<file path="config.mk">
export PLATFORM = sky130hd
export DESIGN_NAME = button_press_classifier_led_blinker_core
export DESIGN_NICKNAME = d
export VERILOG_FILES = /design/src/rtl/bplb_pkg.sv /design/src/rtl/bplb_cfg.sv /design/src/rtl/button_press_classifier_led_blinker_core.sv
export SDC_FILE = /design/constraint.sdc
export NUM_CORES = 1
export LEC_CHECK = 0
export ABC_AREA = 1
export BUFFER_PORTS_ARGS = -buffer_cell sky130_fd_sc_hd__buf_2
export CAP_MARGIN = 20
export CORE_MARGIN = 3
export CORE_UTILIZATION = 45
export CTS_CLUSTER_SIZE = 16
export DETAILED_ROUTE_END_ITERATION = 12
export GPL_ROUTABILITY_DRIVEN = 1
export PLACE_DENSITY = 0.85
export RECOVER_POWER = 25
export SYNTH_ARGS = -nofsm -noshare
export SYNTH_HDL_FRONTEND = slang
export SYNTH_SLANG_ARGS = --single-unit
</file>
<file path="constraint.sdc">
create_clock -name clk -period 2.75 [get_ports clk]
set_input_delay 0.1375 -clock clk [delete_from_list [all_inputs] [get_ports clk]]
set_output_delay 0.1375 -clock clk [all_outputs]
set_load 0.03 [all_outputs]
</file>
<file path="src/rtl/bplb_pkg.sv">
// ----------------------------------------------------------------------------
// Button classifier package
// Codes, register layout and shared types of the button classifier.
// ----------------------------------------------------------------------------
`default_nettype none

package bplb_pkg;

  // Item kinds
  localparam logic [1:0] OP_TICK = 2'd0;
  localparam logic [1:0] OP_CMD  = 2'd1;
  localparam logic [1:0] OP_READ = 2'd2;
  localparam logic [1:0] OP_NOP  = 2'd3;

  // LED commands
  localparam logic [3:0] CMD_PWR_ON        = 4'd0;
  localparam logic [3:0] CMD_PWR_OFF       = 4'd1;
  localparam logic [3:0] CMD_STA_ON        = 4'd2;
  localparam logic [3:0] CMD_STA_OFF       = 4'd3;
  localparam logic [3:0] CMD_STA_BLINK_ON  = 4'd4;
  localparam logic [3:0] CMD_STA_BLINK_OFF = 4'd5;
  localparam logic [3:0] CMD_PWR_BLINK_ON  = 4'd6;
  localparam logic [3:0] CMD_PWR_BLINK_OFF = 4'd7;

  // Latched events
  localparam logic [1:0] EVT_NONE  = 2'd0;
  localparam logic [1:0] EVT_SHORT = 2'd1;
  localparam logic [1:0] EVT_LONG  = 2'd2;

  // Register indexes (byte address / 4)
  localparam logic [1:0] REG_LONG_PRESS  = 2'd0;
  localparam logic [1:0] REG_SHORT_LIMIT = 2'd1;
  localparam logic [1:0] REG_BLINK_DIV   = 2'd2;

  localparam logic [5:0] LONG_PRESS_RST  = 6'd50;
  localparam logic [5:0] SHORT_LIMIT_RST = 6'd15;
  localparam logic [2:0] BLINK_DIV_RST   = 3'd5;

  localparam logic [5:0] PRESS_MAX = 6'd63;

  typedef struct packed {
    logic [5:0] long_press_ticks;
    logic [5:0] short_press_limit;
    logic [2:0] power_blink_divisor;
  } cfg_t;

endpackage

`default_nettype wire

</file>
<file path="src/rtl/bplb_cfg.sv">
// ----------------------------------------------------------------------------
// Button classifier register file
// APB-style access to the press thresholds and the power blink divisor.
// ----------------------------------------------------------------------------
`default_nettype none

module bplb_cfg (
  input  wire logic           clk,
  input  wire logic           rst,
  input  wire logic           psel,
  input  wire logic           penable,
  input  wire logic           pwrite,
  input  wire logic [3:0]     paddr,
  input  wire logic [31:0]    pwdata,
  output logic      [31:0]    prdata,
  output logic                pready,
  output bplb_pkg::cfg_t      cfg
);
  import bplb_pkg::*;

  logic       wr;
  logic [1:0] idx;

  assign pready = 1'b1;
  assign wr     = psel && penable && pwrite && pready;
  assign idx    = paddr[3:2];

  always_ff @(posedge clk) begin
    if (rst) begin
      cfg.long_press_ticks    <= LONG_PRESS_RST;
      cfg.short_press_limit   <= SHORT_LIMIT_RST;
      cfg.power_blink_divisor <= BLINK_DIV_RST;
    end else if (wr) begin
      unique case (idx)
        REG_LONG_PRESS:  cfg.long_press_ticks    <= pwdata[5:0];
        REG_SHORT_LIMIT: cfg.short_press_limit   <= pwdata[5:0];
        REG_BLINK_DIV:   cfg.power_blink_divisor <= pwdata[2:0];
        default: ;
      endcase
    end
  end

  always_comb begin
    unique case (idx)
      REG_LONG_PRESS:  prdata = {26'd0, cfg.long_press_ticks};
      REG_SHORT_LIMIT: prdata = {26'd0, cfg.short_press_limit};
      REG_BLINK_DIV:   prdata = {29'd0, cfg.power_blink_divisor};
      default:         prdata = 32'd0;
    endcase
  end

endmodule

`default_nettype wire

</file>
<file path="src/rtl/button_press_classifier_led_blinker_core.sv">
// ----------------------------------------------------------------------------
// Button press classifier and LED blinker
// Classifies button presses from sampled ticks and drives two blinking LEDs.
// ----------------------------------------------------------------------------
// Usage:
//   s_* carries one request per item: tuser selects tick, LED command or
//   event read; tdata holds the button sample and the command code.
//   m_* returns exactly one result per request: LED drives, the event code
//   of a read, the pending flag and the command error flag.
//   The result of a request accepted at one edge is valid from that edge
//   on. Throughput is one request per cycle when not stalled, set by the
//   single result register; state is updated in the accepting cycle.
//   When the receiver stalls the result register holds and s_tready drops
//   until the result is taken; a taken result frees room the same cycle.
//   Reset clears the press tracker, LEDs, blink enables and the latched
//   event, loads the register defaults (50, 15, 5) and empties the output.
//   Registers sit on the APB-style port at byte offsets 0, 4 and 8; the user
//   must write them only while no request is in flight; it is not enforced.
// ----------------------------------------------------------------------------
`default_nettype none

module button_press_classifier_led_blinker_core (
  input  wire logic        clk,
  input  wire logic        rst,
  input  wire logic        s_tvalid,
  output logic             s_tready,
  input  wire logic [7:0]  s_tdata,   // button_pressed[0], command[4:1], zero
  input  wire logic [1:0]  s_tuser,   // operation[1:0]
  output logic             m_tvalid,
  input  wire logic        m_tready,
  output logic      [7:0]  m_tdata,   // status_led[0], power_led[1],
                                      // event_code[3:2], event_pending[4],
                                      // command_error[5], zero
  input  wire logic        psel,
  input  wire logic        penable,
  input  wire logic        pwrite,
  input  wire logic [3:0]  paddr,
  input  wire logic [31:0] pwdata,
  output logic      [31:0] prdata,
  output logic             pready
);
  import bplb_pkg::*;

  cfg_t cfg;

  logic       accept;
  logic [1:0] op;
  logic       pressed;
  logic [3:0] cmd;

  logic       in_press,      in_press_next;
  logic [5:0] press_ticks,   press_ticks_next;
  logic       long_reported, long_reported_next;
  logic [2:0] blink_phase,   blink_phase_next;
  logic       sta_led,       sta_led_next;
  logic       pwr_led,       pwr_led_next;
  logic       sta_blink,     sta_blink_next;
  logic       pwr_blink,     pwr_blink_next;
  logic [1:0] latched_event, latched_event_next;
  logic [1:0] code;
  logic       err;
  logic [2:0] phase_a;
  logic [5:0] ticks_a;
  logic       long_a;

  function automatic logic [2:0] phase_step(input logic [2:0] ph, input logic [2:0] div);
    logic [2:0] n;
    n = ph + 3'd1;
    if (n >= div) n = 3'd0;
    return n;
  endfunction

  bplb_cfg u_cfg (
    .clk     (clk),
    .rst     (rst),
    .psel    (psel),
    .penable (penable),
    .pwrite  (pwrite),
    .paddr   (paddr),
    .pwdata  (pwdata),
    .prdata  (prdata),
    .pready  (pready),
    .cfg     (cfg)
  );

  assign s_tready = !m_tvalid || m_tready;
  assign accept   = s_tvalid && s_tready;
  assign op       = s_tuser;
  assign pressed  = s_tdata[0];
  assign cmd      = s_tdata[4:1];

  assign phase_a = phase_step(blink_phase, cfg.power_blink_divisor);
  assign ticks_a = !in_press ? 6'd1 :
                   (press_ticks != PRESS_MAX) ? press_ticks + 6'd1 : press_ticks;
  assign long_a  = in_press ? long_reported : 1'b0;

  always_comb begin
    in_press_next      = in_press;
    press_ticks_next   = press_ticks;
    long_reported_next = long_reported;
    blink_phase_next   = blink_phase;
    sta_led_next       = sta_led;
    pwr_led_next       = pwr_led;
    sta_blink_next     = sta_blink;
    pwr_blink_next     = pwr_blink;
    latched_event_next = latched_event;
    code               = EVT_NONE;
    err                = 1'b0;
    case (op)
      OP_TICK: begin
        blink_phase_next = phase_a;
        if (sta_blink) sta_led_next = ~sta_led;
        if (pwr_blink && phase_a == 3'd0) pwr_led_next = ~pwr_led;
        if (pressed) begin
          in_press_next      = 1'b1;
          press_ticks_next   = ticks_a;
          long_reported_next = long_a;
          if (ticks_a > cfg.long_press_ticks && !long_a) begin
            long_reported_next = 1'b1;
            latched_event_next = EVT_LONG;
            // extra phase step on a long press, no LED toggle
            blink_phase_next   = phase_step(phase_a, cfg.power_blink_divisor);
          end
        end else if (in_press) begin
          if (press_ticks < cfg.short_press_limit) latched_event_next = EVT_SHORT;
          in_press_next      = 1'b0;
          press_ticks_next   = 6'd0;
          long_reported_next = 1'b0;
        end
      end
      OP_CMD: begin
        case (cmd)
          CMD_PWR_ON:        pwr_led_next = 1'b1;
          CMD_PWR_OFF:       pwr_led_next = 1'b0;
          CMD_STA_ON:        sta_led_next = 1'b1;
          CMD_STA_OFF:       sta_led_next = 1'b0;
          CMD_STA_BLINK_ON:  sta_blink_next = 1'b1;
          CMD_STA_BLINK_OFF: begin
            sta_blink_next = 1'b0;
            sta_led_next   = 1'b0;
          end
          CMD_PWR_BLINK_ON:  pwr_blink_next = 1'b1;
          CMD_PWR_BLINK_OFF: begin
            pwr_blink_next = 1'b0;
            pwr_led_next   = 1'b0;
          end
          default:           err = 1'b1;
        endcase
      end
      OP_READ: begin
        code               = latched_event;
        latched_event_next = EVT_NONE;
      end
      default: ;
    endcase
  end

  always_ff @(posedge clk) begin
    if (rst) begin
      in_press      <= 1'b0;
      press_ticks   <= 6'd0;
      long_reported <= 1'b0;
      blink_phase   <= 3'd0;
      sta_led       <= 1'b0;
      pwr_led       <= 1'b0;
      sta_blink     <= 1'b0;
      pwr_blink     <= 1'b0;
      latched_event <= EVT_NONE;
    end else if (accept) begin
      in_press      <= in_press_next;
      press_ticks   <= press_ticks_next;
      long_reported <= long_reported_next;
      blink_phase   <= blink_phase_next;
      sta_led       <= sta_led_next;
      pwr_led       <= pwr_led_next;
      sta_blink     <= sta_blink_next;
      pwr_blink     <= pwr_blink_next;
      latched_event <= latched_event_next;
    end
  end

  always_ff @(posedge clk) begin
    if (rst) begin
      m_tvalid <= 1'b0;
    end else if (accept) begin
      m_tvalid <= 1'b1;
    end else if (m_tready) begin
      m_tvalid <= 1'b0;
    end
  end

  always_ff @(posedge clk) begin
    if (accept) begin
      m_tdata <= {2'b00, err, (latched_event_next != EVT_NONE), code,
                  pwr_led_next, sta_led_next};
    end
  end

endmodule

`default_nettype wire

</file>
==> results.txt, run 1 <==
TritonCTS built the clock tree. At the later pin of the worst-skew pair, clock insertion delay measures 0.29 ns. The area added between synthesis and finish is 14.8%, and the power density of the placed cells is 453 mW/mm². IR analysis of the VDD net gives a maximum drop of 0.223 mV. Setup repair after global routing could not meet its margin everywhere. The total via count in the routed design is 2,401. In the synthesized netlist, the cells that appear most often are nand2_1, inv_1, dfxtp_1, a21oi_1, buf_4. Data arrival at the endpoint of the critical path: 2.82 ns.

For this run, the leading register cell type out of synthesis is dfxtp_1. Counting flops and latches in the post-synthesis netlist gives 39. Category of the critical setup timing path: reg2reg. The detailed router finished its first iteration with 101 violations. The run gives 0 as the hold violation total from the final report. The final HPWL from detailed placement was 4.40 mm; the post-detailed-route via-to-cell ratio was 4.95. Static timing analysis puts the maximum clock frequency at 382 MHz. The final non-filler cell total was 485. The die covers 0.00688 mm². In the final routed layout, each cell accounts on average for 11.9 µm. The placed instances occupy a cell area of 0.00282 mm². Type of element capturing the critical path: a register.

The tools report the cell total after placement as 476. The number of max-cap violations is 0, and the clock-pin slew on the worst setup and hold paths is 0.08 ns. Data on the critical path is required at its endpoint by 2.95 ns. Entering global routing, the biggest net connects 20 pins.

For the finished layout, the period the worst path requires is 2.62 ns. Combinational share of power: 22.7%. Averaged over all synthesized cells, the footprint is 7.16 µm². In this run, CTS created clock tree buffers numbering 5. The run finished with clean final reports. Registers are responsible for 44.0% of the overall power.

The number of enable flip-flop cells after synthesis was 6. The library cell used as clock root buffer is clkbuf_8. Along the worst path, the maximum fanout reaches 3. The max-slew violation total from the final report is 0, and the floorplan die height is 83.0 µm. The initial antenna violation count came out at 0. Yosys instantiated no cell more often than nand2_1. At the end of routability-driven placement, the weighted congestion stood at 0.872. The analysis attributes to cell leakage a power of 1.45 nW. The pre-antenna-repair detailed-routing pass consisted of 4 iterations. Across all hold checks on the routed design, the worst slack comes to 0.0743 ns. The logs give 0.00306 mm² for the area of all placed cells without fillers and 0.129 ns for the final setup slack of the worst path. For the wire length of the first global-routing pass, the log shows 9.37 mm.

The logs give 27 for the total number of placement rows and 0 for the total global routing overflow. The clock arrives with 0.00702 ns of skew. CTS saw 39 sinks.

The switching share of power is 31.1%, and the relative max-transition margin is 52.5%. The overall routing resource usage came out at 15.9%. Cell internal power was estimated by the tool at 0.955 mW. Yosys attributes the largest share of cell area to dfxtp_1, nand2_1, ha_1.

The layout cell share with drive strength beyond 1 is 19.4%, and the count of input and output buffers is 35. The total of endpoints with negative setup slack in the final report was 0; the share of Yosys cell area claimed by the top area cell type was 24.8%. Pin placement for this block handled 96 I/O pins.

The run gives 47.5% as the initial cell density of the core. Yosys printed 0 warnings. Prior to clock tree synthesis, the placed netlist has a worst setup slack of -0.0588 ns.

The logs give 2 for the maximum clock insertion buffer count and 0 for the number of buffers inserted for hold repair after clock tree synthesis. The logs give 2,166 for the via count of the first global-routing pass and 0.00267 mm² for the post-synthesis instance area. In this run the power spent charging and discharging nets is 0.431 mW. Slew of the pin with the lowest slew margin: 0.713 ns.

The path class of the tightest hold or removal check is in2reg. Number of H-tree branching levels: 2. The tools report the antenna violation net count after detailed routing as 0.

The clock network accounts for 33.2% of the total power. Synthesis produced a netlist whose cell count is 372. In the routed design, unresolved DRC markers number 0. The number of fill cells in the layout was 553; the x dimension of the die was 83.0 µm. The core area was 0.00561 mm².

The top cell type by total area after synthesis is dfxtp_1. STA classifies the critical path startpoint as a register. In the synthesized netlist the async set-or-reset flop fraction comes to 0%. For this run, the post-layout net count is 486. The final period utilization is 95.3%, and the number of antenna repair diodes is 0.

Number of distinct library cells after synthesis: 38. Wires add up to 5.76 mm. The sequential area share after synthesis is 31.5%.
## worst max-delay path, stage by stage (launching register included)
cell and delay (ns):
dfxtp_2 0.34, ha_4 0.16, nand2_1 0.08, nand2_2 0.08, ha_4 0.26, a21oi_4 0.16, nand2_4 0.09, nor2_4 0.17
inv_2 0.07, ha_4 0.26, ha_4 0.27, nand2_2 0.05, o211ai_1 0.21, nor2_1 0.08, nand4_1 0.08, nand3_1 0.08
nand2_1 0.07, inv_1 0.03
## area by class of cell
class | count | area [µm²] | share of cell area (%)
Timing Repair Buffer | 38 | 188 | 6.13
Sequential cell | 39 | 843 | 27.6
Clock buffer | 7 | 108 | 3.52
Clock inverter | 1 | 5.00 | 0.164
Tap cell | 72 | 90.1 | 2.94
Inverter | 63 | 239 | 7.81
Multi-Input combinational cell | 265 | 1590 | 51.9
## stage by stage
stage	setup TNS, ns	utilization (%)	power [mW]
finish	0	54.6	1.39
global route	-0.0728	54.6	1.45
CTS	0	53.2	1.36
detailed placement	-0.155	50.2	0.890
global placement	0	50.2	0.882
floorplan	0	-	0.852
## placed cells by master (no fill, tap or decap), drive strengths merged
cell,n
buf,30
ha,21
xnor2,1
a32oi,1
nor2,31
o31ai,1
nor3,4
dfxtp,33
o221ai,2
clkbuf,15
o21bai,1
nand2,82
edfxtp,6
a21oi,32
o211ai,10
inv,61
nand4,3
o22ai,3
o21a,1
nand3,21
a31oi,1
o21ai,16
xor2,3
nor4,1
clkinv,3
a211oi,1
conb,29
## state kept, by name (all words and copies together) (netlist names)
name	flops
in_press	1
pwr_blink	1
press_ticks	6
latched_event	2
u_cfg.cfg	15
blink_phase	3
long_reported	1
pwr_led	1
sta_led	1
m_tdata	6
m_tvalid	1
sta_blink	1
## power groups by stage
stage / combinational (mW) / sequential [mW] / clock (mW)
after CTS: 0.284 / 0.609 / 0.472
final: 0.315 / 0.610 / 0.460
after detailed placement: 0.268 / 0.622 / 0
after global routing: 0.344 / 0.612 / 0.491
after global placement: 0.261 / 0.621 / 0
after floorplan: 0.216 / 0.636 / 0
## worst paths after layout
path         depth (start not counted)                          end  slack [ns]                   startpoint
min                                  3   u_cfg.cfg[13]$_SDFFE_PP1P_        0.07                    pwdata[4]
min reg2reg                          2   long_reported$_SDFFE_PP0P_        0.49   long_reported$_SDFFE_PP0P_
max                                 17  blink_phase[0]$_SDFFE_PP0P_        0.13  blink_phase[1]$_SDFFE_PP0P_
max reg2reg                         17  blink_phase[0]$_SDFFE_PP0P_        0.13  blink_phase[1]$_SDFFE_PP0P_
## per-layer routing
metal  vias up  GRT usage (%)  routed length (µm)
met3         2           3.08                 344
met1      1091           19.3                2380
met2        72           28.6                3000
met4         0           4.01                  34
li1       1236              -                   -
met5         -              0                   0
## kinds of logic after synthesis
group           synth area share, %
other cells                   0.282
buf+inv                        17.6
fa+ha+maj                      9.86
xor+xnor                       1.31
compound gates                 15.2
flops                          31.5
simple gates                   24.2
## repair_timing
| item | 4_1_cts | 5_1_grt |
|---|---|---|
| endpoints found under the setup margin | 3 | 3 |
| resized for setup | 8 | 21 |
| buffers inserted | 1 | 0 |
| endpoints found under the hold margin | 0 | 0 |
| pin swaps | 6 | 17 |
No activity file was read; power rests on OpenSTA's default activity.
==> run 2: changes to the inputs <==
Settings changed: CORE_UTILIZATION 45 to 46, PLACE_DENSITY 0.85 to 0.86, SYNTH_HIERARCHICAL set to 1.
==> run 2 against run 1 <==
  * Global-route usage increased by 1.8 points
  * Design area increased by 6.1%
  * Power is 3.0% lower
  * Critical path depth shrank 2
  * Routed wire length grew 8.7%
  * Via count rose by 6.0%
  * Synthesized cell count rose by 7.5%
  * Clock power down 16%
  * Register-to-register slack is essentially flat
  * Largest power group unchanged
  * Highest routed layer unchanged
==> results.txt, run 2 <==
Of all cell types, the one taking the most synthesized area is dfxtp_1. The clock period minus final worst setup slack works out to 2.62 ns. By count the netlist is led by nand2_1, inv_1, dfxtp_1, nand3_1. After Yosys synthesis, and, or, nand and nor cells account for 30.9% of the synthesized area. In the synthesized netlist the async set-or-reset flop fraction comes to 0%. The fraction of synthesized cell area in xor and xnor cells works out to 1.20%. The power density of the placed cells is 414 mW/mm², and the share of Yosys cell area claimed by the top area cell type is 23.6%. In the final layout, the registers with the most flip-flops are u_cfg/cfg (15), m_tdata (6), press_ticks (6). Area added between synthesis and finish: 15.8%.

The data arrival at the endpoint of the critical path was 2.86 ns; the reported leakage power was 1.62 nW. The die covers 0.00707 mm². The hold path startpoint was s_tdata[1]. Ranked by flip-flop count, first place goes to u_cfg/cfg. Measured along the x axis, the die boundary spans 84.1 µm.

The run gives 16 as the largest net degree at the start of global routing. Path type of the worst min-delay path: in2reg. The worst setup path is of the reg2reg kind. Total power after layout: 1.34 mW. The worst setup path is launched from a register.

Initial cell density of the core: 49.1%. The floorplan die height was 84.1 µm; the number of distinct library cells after synthesis was 37. The worst path uses 95.3% of the clock period. After the last flow step, the layout net total stands at 523. After detailed routing, the number of vias per cell comes to 4.88. For the via count of the first global-routing pass, the log shows 2,440. The total overflow left after global routing is 0. CTS saw 39 sinks. The core region is 0.00571 mm².

The flow ran to the end, and the final reports show no timing, DRC or antenna violations. The repair_antennas step left the layout with diodes totalling 0. The maximum clock insertion buffer count is 2. The number of max-cap violations is 0.

The highest-delay cell along the critical path is dfxtp_2. The logs give 0.228 mV for the worst supply voltage drop on vdd and 4 for the first-pass iteration count of the detailed router. The worst register-to-register path begins at blink_phase[1]$_SDFFE_PP0P_. The library cell used most frequently in the layout, excluding fill and tap cells, is nand2_1. The logs give 2 for the number of H-tree branching levels and 0.00994 ns for the worst setup skew after layout. TritonCTS built the clock tree. After the first detailed-routing iteration, the DRC count stood at 93. Yosys attributes the largest share of cell area to dfxtp_1, nand2_1, ha_1. Grouping stages by cell kind, the critical path spends the most delay in simple AND/OR/NAND/NOR gates. Synthesis handed over a netlist of 400 instances.

For the pin with the worst max-slew slack, the measured transition is 0.741 ns. In this run the core area contains 27 standard-cell rows. The overall routing resource usage came out at 17.7%. For the worst-skew pair, the clock arrives at the later sink with an insertion delay of 0.30 ns. The commonest register cell after synthesis is dfxtp_1. For the hold violation total from the final report, the log shows 0. Achievable clock frequency: 382 MHz. Number of enable flip-flop cells after synthesis: 6.

Clock tree synthesis inserted a total of 5 buffers. The synthesized netlist devotes 9.37% of its cell area to adder and majority cells. The cell repeated most along the worst path is ha_4. For flop-to-flop paths, the worst setup slack is 0.13 ns.

The signal on the critical path passes through ha_4 > or2_1 > nand2_2 > ha_4 > a21oi_4 > nand2_4 > nor2_4 > ha_4 > xnor2_4 > ha_4 > a21oi_2 > o211ai_1 > nor2_2 > nand2_1 > a21oi_2. The tree is rooted in a clkbuf_8. Hold is met by 0.0648 ns. After legalization and detailed placement, the total HPWL measured 4.78 mm. For the initial antenna violation count, the log shows 0.

The clock-pin slew on the worst setup and hold paths is 0.08 ns, and the relative max-transition margin is 50.6%. The number of I/O pins is 96, and the total via count in the routed design is 2,546. The layout cell share with drive strength beyond 1 works out to 23.1%. The critical path contains buffers and inverters numbering 0 combined.

After synthesis the netlist holds a flip-flop and latch count of 39. Placer's final routability congestion estimate: 0.803. The run gives 6.26 mm as the aggregate routed wire length.

The wire length of the first global-routing pass was 10.5 mm; the sequential area share after synthesis was 30.0%. In this design, the stage delay of the slowest critical-path cell is 0.35 ns. For the total DRC errors in the routed layout, the log shows 0. In the layout the commonest cells are nand2_1, inv_1, buf_2, dfxtp_1, nand3_1.

STA puts the critical path data required time at 2.99 ns. The number of flip-flops under the largest register name is 15, and the mean area per synthesized cell is 7.01 µm². The portion of synthesized area spent on multiplexers is 0%. Once detail routing completed, the nets flagged for antenna violations numbered 0. The max-slew violation total from the final report is 0. The most frequently used cell type in the post-synthesis netlist is nand2_1. The worst setup path is captured at a register.

Of all nets on the critical path, the largest fanout is 3. The number of warnings issued by yosys is 6, and the count of input and output buffers is 35. The synthesized netlist devotes 11.3% of its cell area to compound gates. The tools report the critical path launch point as blink_phase[1]$_SDFFE_PP0P_.

The run gives 0 as the number of buffers inserted for hold repair after clock tree synthesis. Setup violations remaining at the end of the flow were counted as 0. Largest family of logic cells by synthesized area: simple AND/OR/NAND/NOR gates.

Dividing the detail-routed wire length by the instance count gives 12.0 µm. After synthesis the cells add up to 0.00280 mm².
-- run 2: cell types whose count changed in the layout (fill, tap and decap cells not counted), sizes merged, moves of 5 or more --
cell,before,now
o211ai,10,3
nand3,21,35
o21ai,16,11
clkbuf,15,8
nand2,82,107
buf,30,45
-- run 2: what timing repair did --
| action | in CTS | in global routing |
|---|---|---|
| endpoints found under the hold margin | 0 | 0 |
| pin swaps | 8 | 14 |
| setup buffers | 2 | 4 |
| setup endpoints to repair | 3 | 3 |
| resized for setup | 7 | 16 |
-- run 2: through the flow --
stage / cell area, µm² / util [%] / setup TNS [ns] / instances / setup slack, ns
5_1_grt: 3250 / 56.8 / -0.0483 / 522 / -0.0295
3_3_place_gp: 2990 / 52.4 / 0 / 508 / 0.00220
4_1_cts: 3130 / 54.9 / 0 / 518 / 0.000749
2_1_floorplan: 2910 / - / 0 / 426 / 0.00209
6_report: 3250 / 56.8 / 0 / 522 / 0.130
3_5_place_dp: 2990 / 52.4 / -0.323 / 508 / -0.132
-- run 2: layout make-up --
type | instances | area [µm²]
Clock inverter | 2 | 12.5
Tap cell | 72 | 90.1
Sequential cell | 39 | 843
Multi-Input combinational cell | 292 | 1720
Timing Repair Buffer | 47 | 263
Clock buffer | 6 | 72.6
Inverter | 64 | 245
Fill cell | 527 | 2460
-- run 2: worst paths after layout --
path,to,cells past startpoint
worst max-delay path,blink_phase[2]$_SDFFE_PP0P_,15
worst min register to register,u_cfg/cfg[4]$_SDFFE_PP1P_,2
worst min-delay path,pwr_blink$_SDFFE_PP0P_,2
worst max register to register,blink_phase[2]$_SDFFE_PP0P_,15
-- run 2: logic make-up (layout without fill, tap and decap cells) --
kind of cell	after synthesis	in the layout
DFF	39	39
adders and majority gates	21	21
and+or+nand+nor	185	185
AOI/OAI and AO/OA	54	54
buffers and inverters	95	119
other	3	29
xor gates and xnor gates	3	3
-- run 2: power breakdown --
group / internal, mW / switching, mW / leakage (nW)
Combinational: 0.117 / 0.228 / 1.25
Clock: 0.178 / 0.208 / 0.0428
Sequential: 0.600 / 0.0123 / 0.330
Total: 0.895 / 0.449 / 1.62
-- run 2: routing by layer --
layer  routed length [µm]  global-route usage, %
met5                    0                      0
met3                  279                   3.55
met2                 3350                   32.9
met1                 2570                   20.3
met4                   66                   4.53
==> run 3: changes to the inputs <==
Settings changed: ABC_AREA 1 to unset, PLACE_DENSITY 0.86 to unset, PLACE_DENSITY_LB_ADDON set to 0.15.
==> run 3 against run 2 <==
  * The flow now finishes with violations (setup timing)
  * Design area decreased by 1.3%
  * Area after synthesis increased by 1.1%
  * Non-clock buffer count increased by 2
  * Count of clock-buffer cells in the layout decreased by 1
  * Clock skew increased by 0.0050 ns
==> results.txt, run 3 <==
The number of max-cap violations was 0; the relative max-transition margin was 20.2%. Most frequent standard cell in the layout excluding fill and tap cells: nor2_1. For the sequential area share after synthesis, the log shows 29.7%.

The tools report the hold violation total from the final report as 0. The slew of the pin with the lowest slew margin was 1.19 ns; the number of cells traversed by the worst register-to-register path was 15. The end-of-flow core utilization came out at 55.8%. In the post-synthesis netlist, the biggest area contributors are dfxtp_1, ha_1, mux2i_1.

Ranked by instance count, the synthesized netlist is headed by nor2_1, dfxtp_1, buf_4, mux2i_1, inv_1. After detailed routing, the number of vias per cell comes to 5.11. Data on the critical path is required at its endpoint by 2.96 ns. For the worst setup skew after layout, the log shows 0.0149 ns. The worst hold path belongs to the class in2reg.

The worst setup path is launched from a register. The area of the multi-input gates was 0.00179 mm². In the final layout, the registers with the most flip-flops are u_cfg/cfg (15), m_tdata (6), press_ticks (6).

The tools report the origin of the critical flop-to-flop path as blink_phase[1]$_SDFFE_PP0P_. The share of Yosys cell area claimed by the top area cell type was 23.3%; the adder and majority cell fraction of the synthesized area was 9.27%. The cell count after synthesis came out at 324. For the max-slew violation total from the final report, the log shows 0. By startpoint and endpoint, the worst setup path is classified as reg2reg. In this run, distinct cell masters in the synthesized netlist total 64. The latest clock arrival within the worst-skew pair was 0.30 ns; the placer's final routability congestion estimate was 0.803. The final critical path takes up 110% of the cycle. Initial cell density of the core: 49.4%. The run gives 0 as the total DRC errors in the routed layout. STA puts the critical path data arrival time at 3.23 ns. Before CTS, the worst setup slack after placement is -0.311 ns. The final setup slack of the worst path is -0.263 ns, and the number of warnings issued by yosys is 6. For the post-synthesis instance area, the log shows 0.00284 mm². The biggest area contributor in the post-synthesis netlist is dfxtp_1. For this design the top-level I/O count stands at 96. The fraction of synthesized cell area in xor and xnor cells was 1.54%. The worst hold path begins at s_tvalid.

The number of enable flip-flop cells after synthesis was 6; the final HPWL from detailed placement was 4.31 mm. In the synthesized netlist the dominant register cell turns out to be dfxtp_1. In the post-synthesis netlist, the cell with the most instances is nor2_1. The number of fill cells in the layout is 561, and the achievable clock frequency is 332 MHz.

The run gives 2,082 as the via count of the first global-routing pass. Setup violations remaining at the end of the flow were counted as 3. The initialized floorplan defines 27 standard-cell rows.

The tree is rooted in a clkbuf_8. The area after detailed placement is 0.00308 mm². In this run the power density over the cells is 436 mW/mm². The core region is 0.00574 mm².

Highest-delay cell along the critical path: dfxtp_2. Multiplexer cells account for 9.40% of the synthesized area. The path with the worst hold slack has its endpoint at m_tvalid$_SDFFE_PP0P_. On the critical path the largest part of the delay comes from adder cells. The worst path buffer plus inverter count works out to 1. The total global routing overflow was 0. The number of instances on the worst hold path was 3.

The maximum clock insertion buffer count came out at 2. In the layout the commonest cells are nor2_1, buf_2, dfxtp_1, conb_1, mux2i_1. Highest net fanout along the worst path: 3. Ranked by flip-flop count, first place goes to u_cfg/cfg.

The logs give 0.00714 mm² for the area of the die and 39 for the CTS sink count. Clock-pin slew was measured on the worst setup and hold paths at 0.09 ns. In this run, the number of DRC markers left after iteration 0 of detailed routing was 79. The first global-routing pass estimated 9.56 mm of wire. Walking the worst path, the cells encountered are ha_4 > xor2_2 > ha_1 > a21oi_2 > o21ai_2 > or2_4 > inv_2 > ha_4 > xnor2_2 > ha_1 > a21o_1 > a31oi_4 > nand2_1 > mux2_4 > a211oi_2. The area fraction in compound gates after synthesis was 15.1%.

Initial antenna violation count: 0. Number of buffers inserted during clock tree synthesis: 5. TritonCTS built the clock tree. Dividing the detail-routed wire length by the instance count gives 12.9 µm. The reported leakage power is 1.45 nW. The number of H-tree branching levels was 2; the mean area per synthesized cell was 8.75 µm². The largest incremental delay on the critical path was 0.35 ns; the antenna violation net count after detailed routing was 0.

The type of element capturing the critical path is a register. The number of antenna diodes in the final layout is 0. After synthesis, the largest family of logic cells by area is simple AND/OR/NAND/NOR gates. The x dimension of the die was 84.5 µm; the area taken by flip-flops and latches was 843 µm².

Summed over all layers, the routed wires come to 5.70 mm. The tools report the endpoint of the most critical register-to-register path as blink_phase[1]$_SDFFE_PP0P_. The clock period minus final worst setup slack was 3.01 ns; the total via count in the routed design was 2,249.

The synthesized netlist devotes 21.8% of its cell area to simple gates. Buffers inserted to repair hold after CTS numbered 0. The checks that failed: setup timing.

For flop-to-flop paths, the worst setup slack is -0.26 ns. The number of flip-flops under the largest register name was 15. Global routing used 16.3% of the available tracks. The run gives 0.239 mV as the worst supply voltage drop on vdd.

For the largest net degree at the start of global routing, the log shows 49. The first-pass iteration count of the detailed router is 5, and the share of flip-flops with an asynchronous set or reset is 0%. Compared with the post-synthesis result, the final layout area differs by 13.0%. Input and output buffers added on the ports amount to 35. Setup repair after global routing could not meet its margin everywhere. The tools report the area of all placed cells without fillers as 0.00320 mm². The die is 84.5 µm tall. In this run, synthesis produced a sequential element count of 39.

The number of nets in the finished design is 441, and the layout cell share with drive strength beyond 1 is 24.2%. The run finished, with violations left.
==> run 3: cell count changes after synthesis, moves of 6 or more <==
cell and change:
nand2b_1 +16, mux2i_1 +24, nand2_1 -88, nor2_2 -6, a21oi_1 -20, inv_2 -8
nand3_1 -26, nor2_1 +19, inv_1 -32
==> run 3: kinds of logic after synthesis <==
family          after synthesis
xor+xnor                      5
mux                          26
other cells                   3
simple gates                112
buf+inv                      62
compound gates               56
fa+ha+maj                    21
flops                        39
==> run 3: worst reg2reg max path, stage by stage (launching register included) <==
cell and delay (ns):
dfxtp_2 0.35, ha_4 0.16, xor2_2 0.17, ha_1 0.31, a21oi_2 0.17, o21ai_2 0.09
or2_4 0.27, inv_2 0.06, ha_4 0.14, xnor2_2 0.11, ha_1 0.26, a21o_1 0.18
a31oi_4 0.17, nand2_1 0.07, mux2_4 0.26, a211oi_2 0.17
==> run 3: layout make-up <==
| class | instances | area share [%] |
|---|---|---|
| Multi-Input combinational cell | 249 | 56.0 |
| Sequential cell | 39 | 26.3 |
| Timing Repair Buffer | 49 | 8.67 |
| Tap cell | 72 | 2.81 |
| Inverter | 23 | 2.69 |
| Clock buffer | 5 | 2.15 |
| Clock inverter | 3 | 1.37 |
==> run 3: worst max-delay path by stage <==
stage | cells past startpoint | end | slack [ns] | start
5_1_grt | 15 | blink_phase[1]$_SDFFE_PP0P_ | -0.41 | blink_phase[1]$_SDFFE_PP0P_
6_report | 15 | blink_phase[1]$_SDFFE_PP0P_ | -0.26 | blink_phase[1]$_SDFFE_PP0P_
3_5_place_dp | 15 | blink_phase[0]$_SDFFE_PP0P_ | -0.31 | blink_phase[1]$_SDFFE_PP0P_
3_3_place_gp | 15 | blink_phase[0]$_SDFFE_PP0P_ | -0.23 | blink_phase[1]$_SDFFE_PP0P_
2_1_floorplan | 15 | blink_phase[1]$_SDFFE_PP0P_ | -0.18 | blink_phase[0]$_SDFFE_PP0P_
4_1_cts | 15 | blink_phase[0]$_SDFFE_PP0P_ | -0.29 | blink_phase[1]$_SDFFE_PP0P_
==> run 3: routing by layer <==
layer  global-route usage [%]  wire length, µm  up-vias
met2                     27.2             2730       44
met4                     3.74               46        0
met1                     21.3             2690     1051
li1                         -                -     1150
met3                     3.83              229        4
met5                        0                0        -
==> run 3: per-stage QoR <==
stage               TNS [ns]  power, mW  instances  hold slack (ns)
floorplan             -0.236      0.869        350            0.267
global placement      -0.497      0.909        431            0.400
detailed placement    -0.730      0.913        431            0.410
CTS                   -0.806       1.41        440           0.0887
global route           -1.25       1.47        440           0.0911
finish                -0.733       1.40        440           0.0975
==> run 3: what timing repair did <==
item                                    in CTS  in global routing
resized for setup                            3                  3
endpoints found under the setup margin       3                  5
gates cloned                                 0                  0
pin swaps                                    1                  4
buffers inserted                             1                  0
==> run 3: power breakdown <==
group	internal, mW	total (mW)	leakage, nW	switching (mW)
Combinational	0.106	0.304	1.06	0.198
Sequential	0.594	0.603	0.329	0.00921
Clock	0.271	0.491	0.0581	0.220
Total	0.971	1.40	1.45	0.427
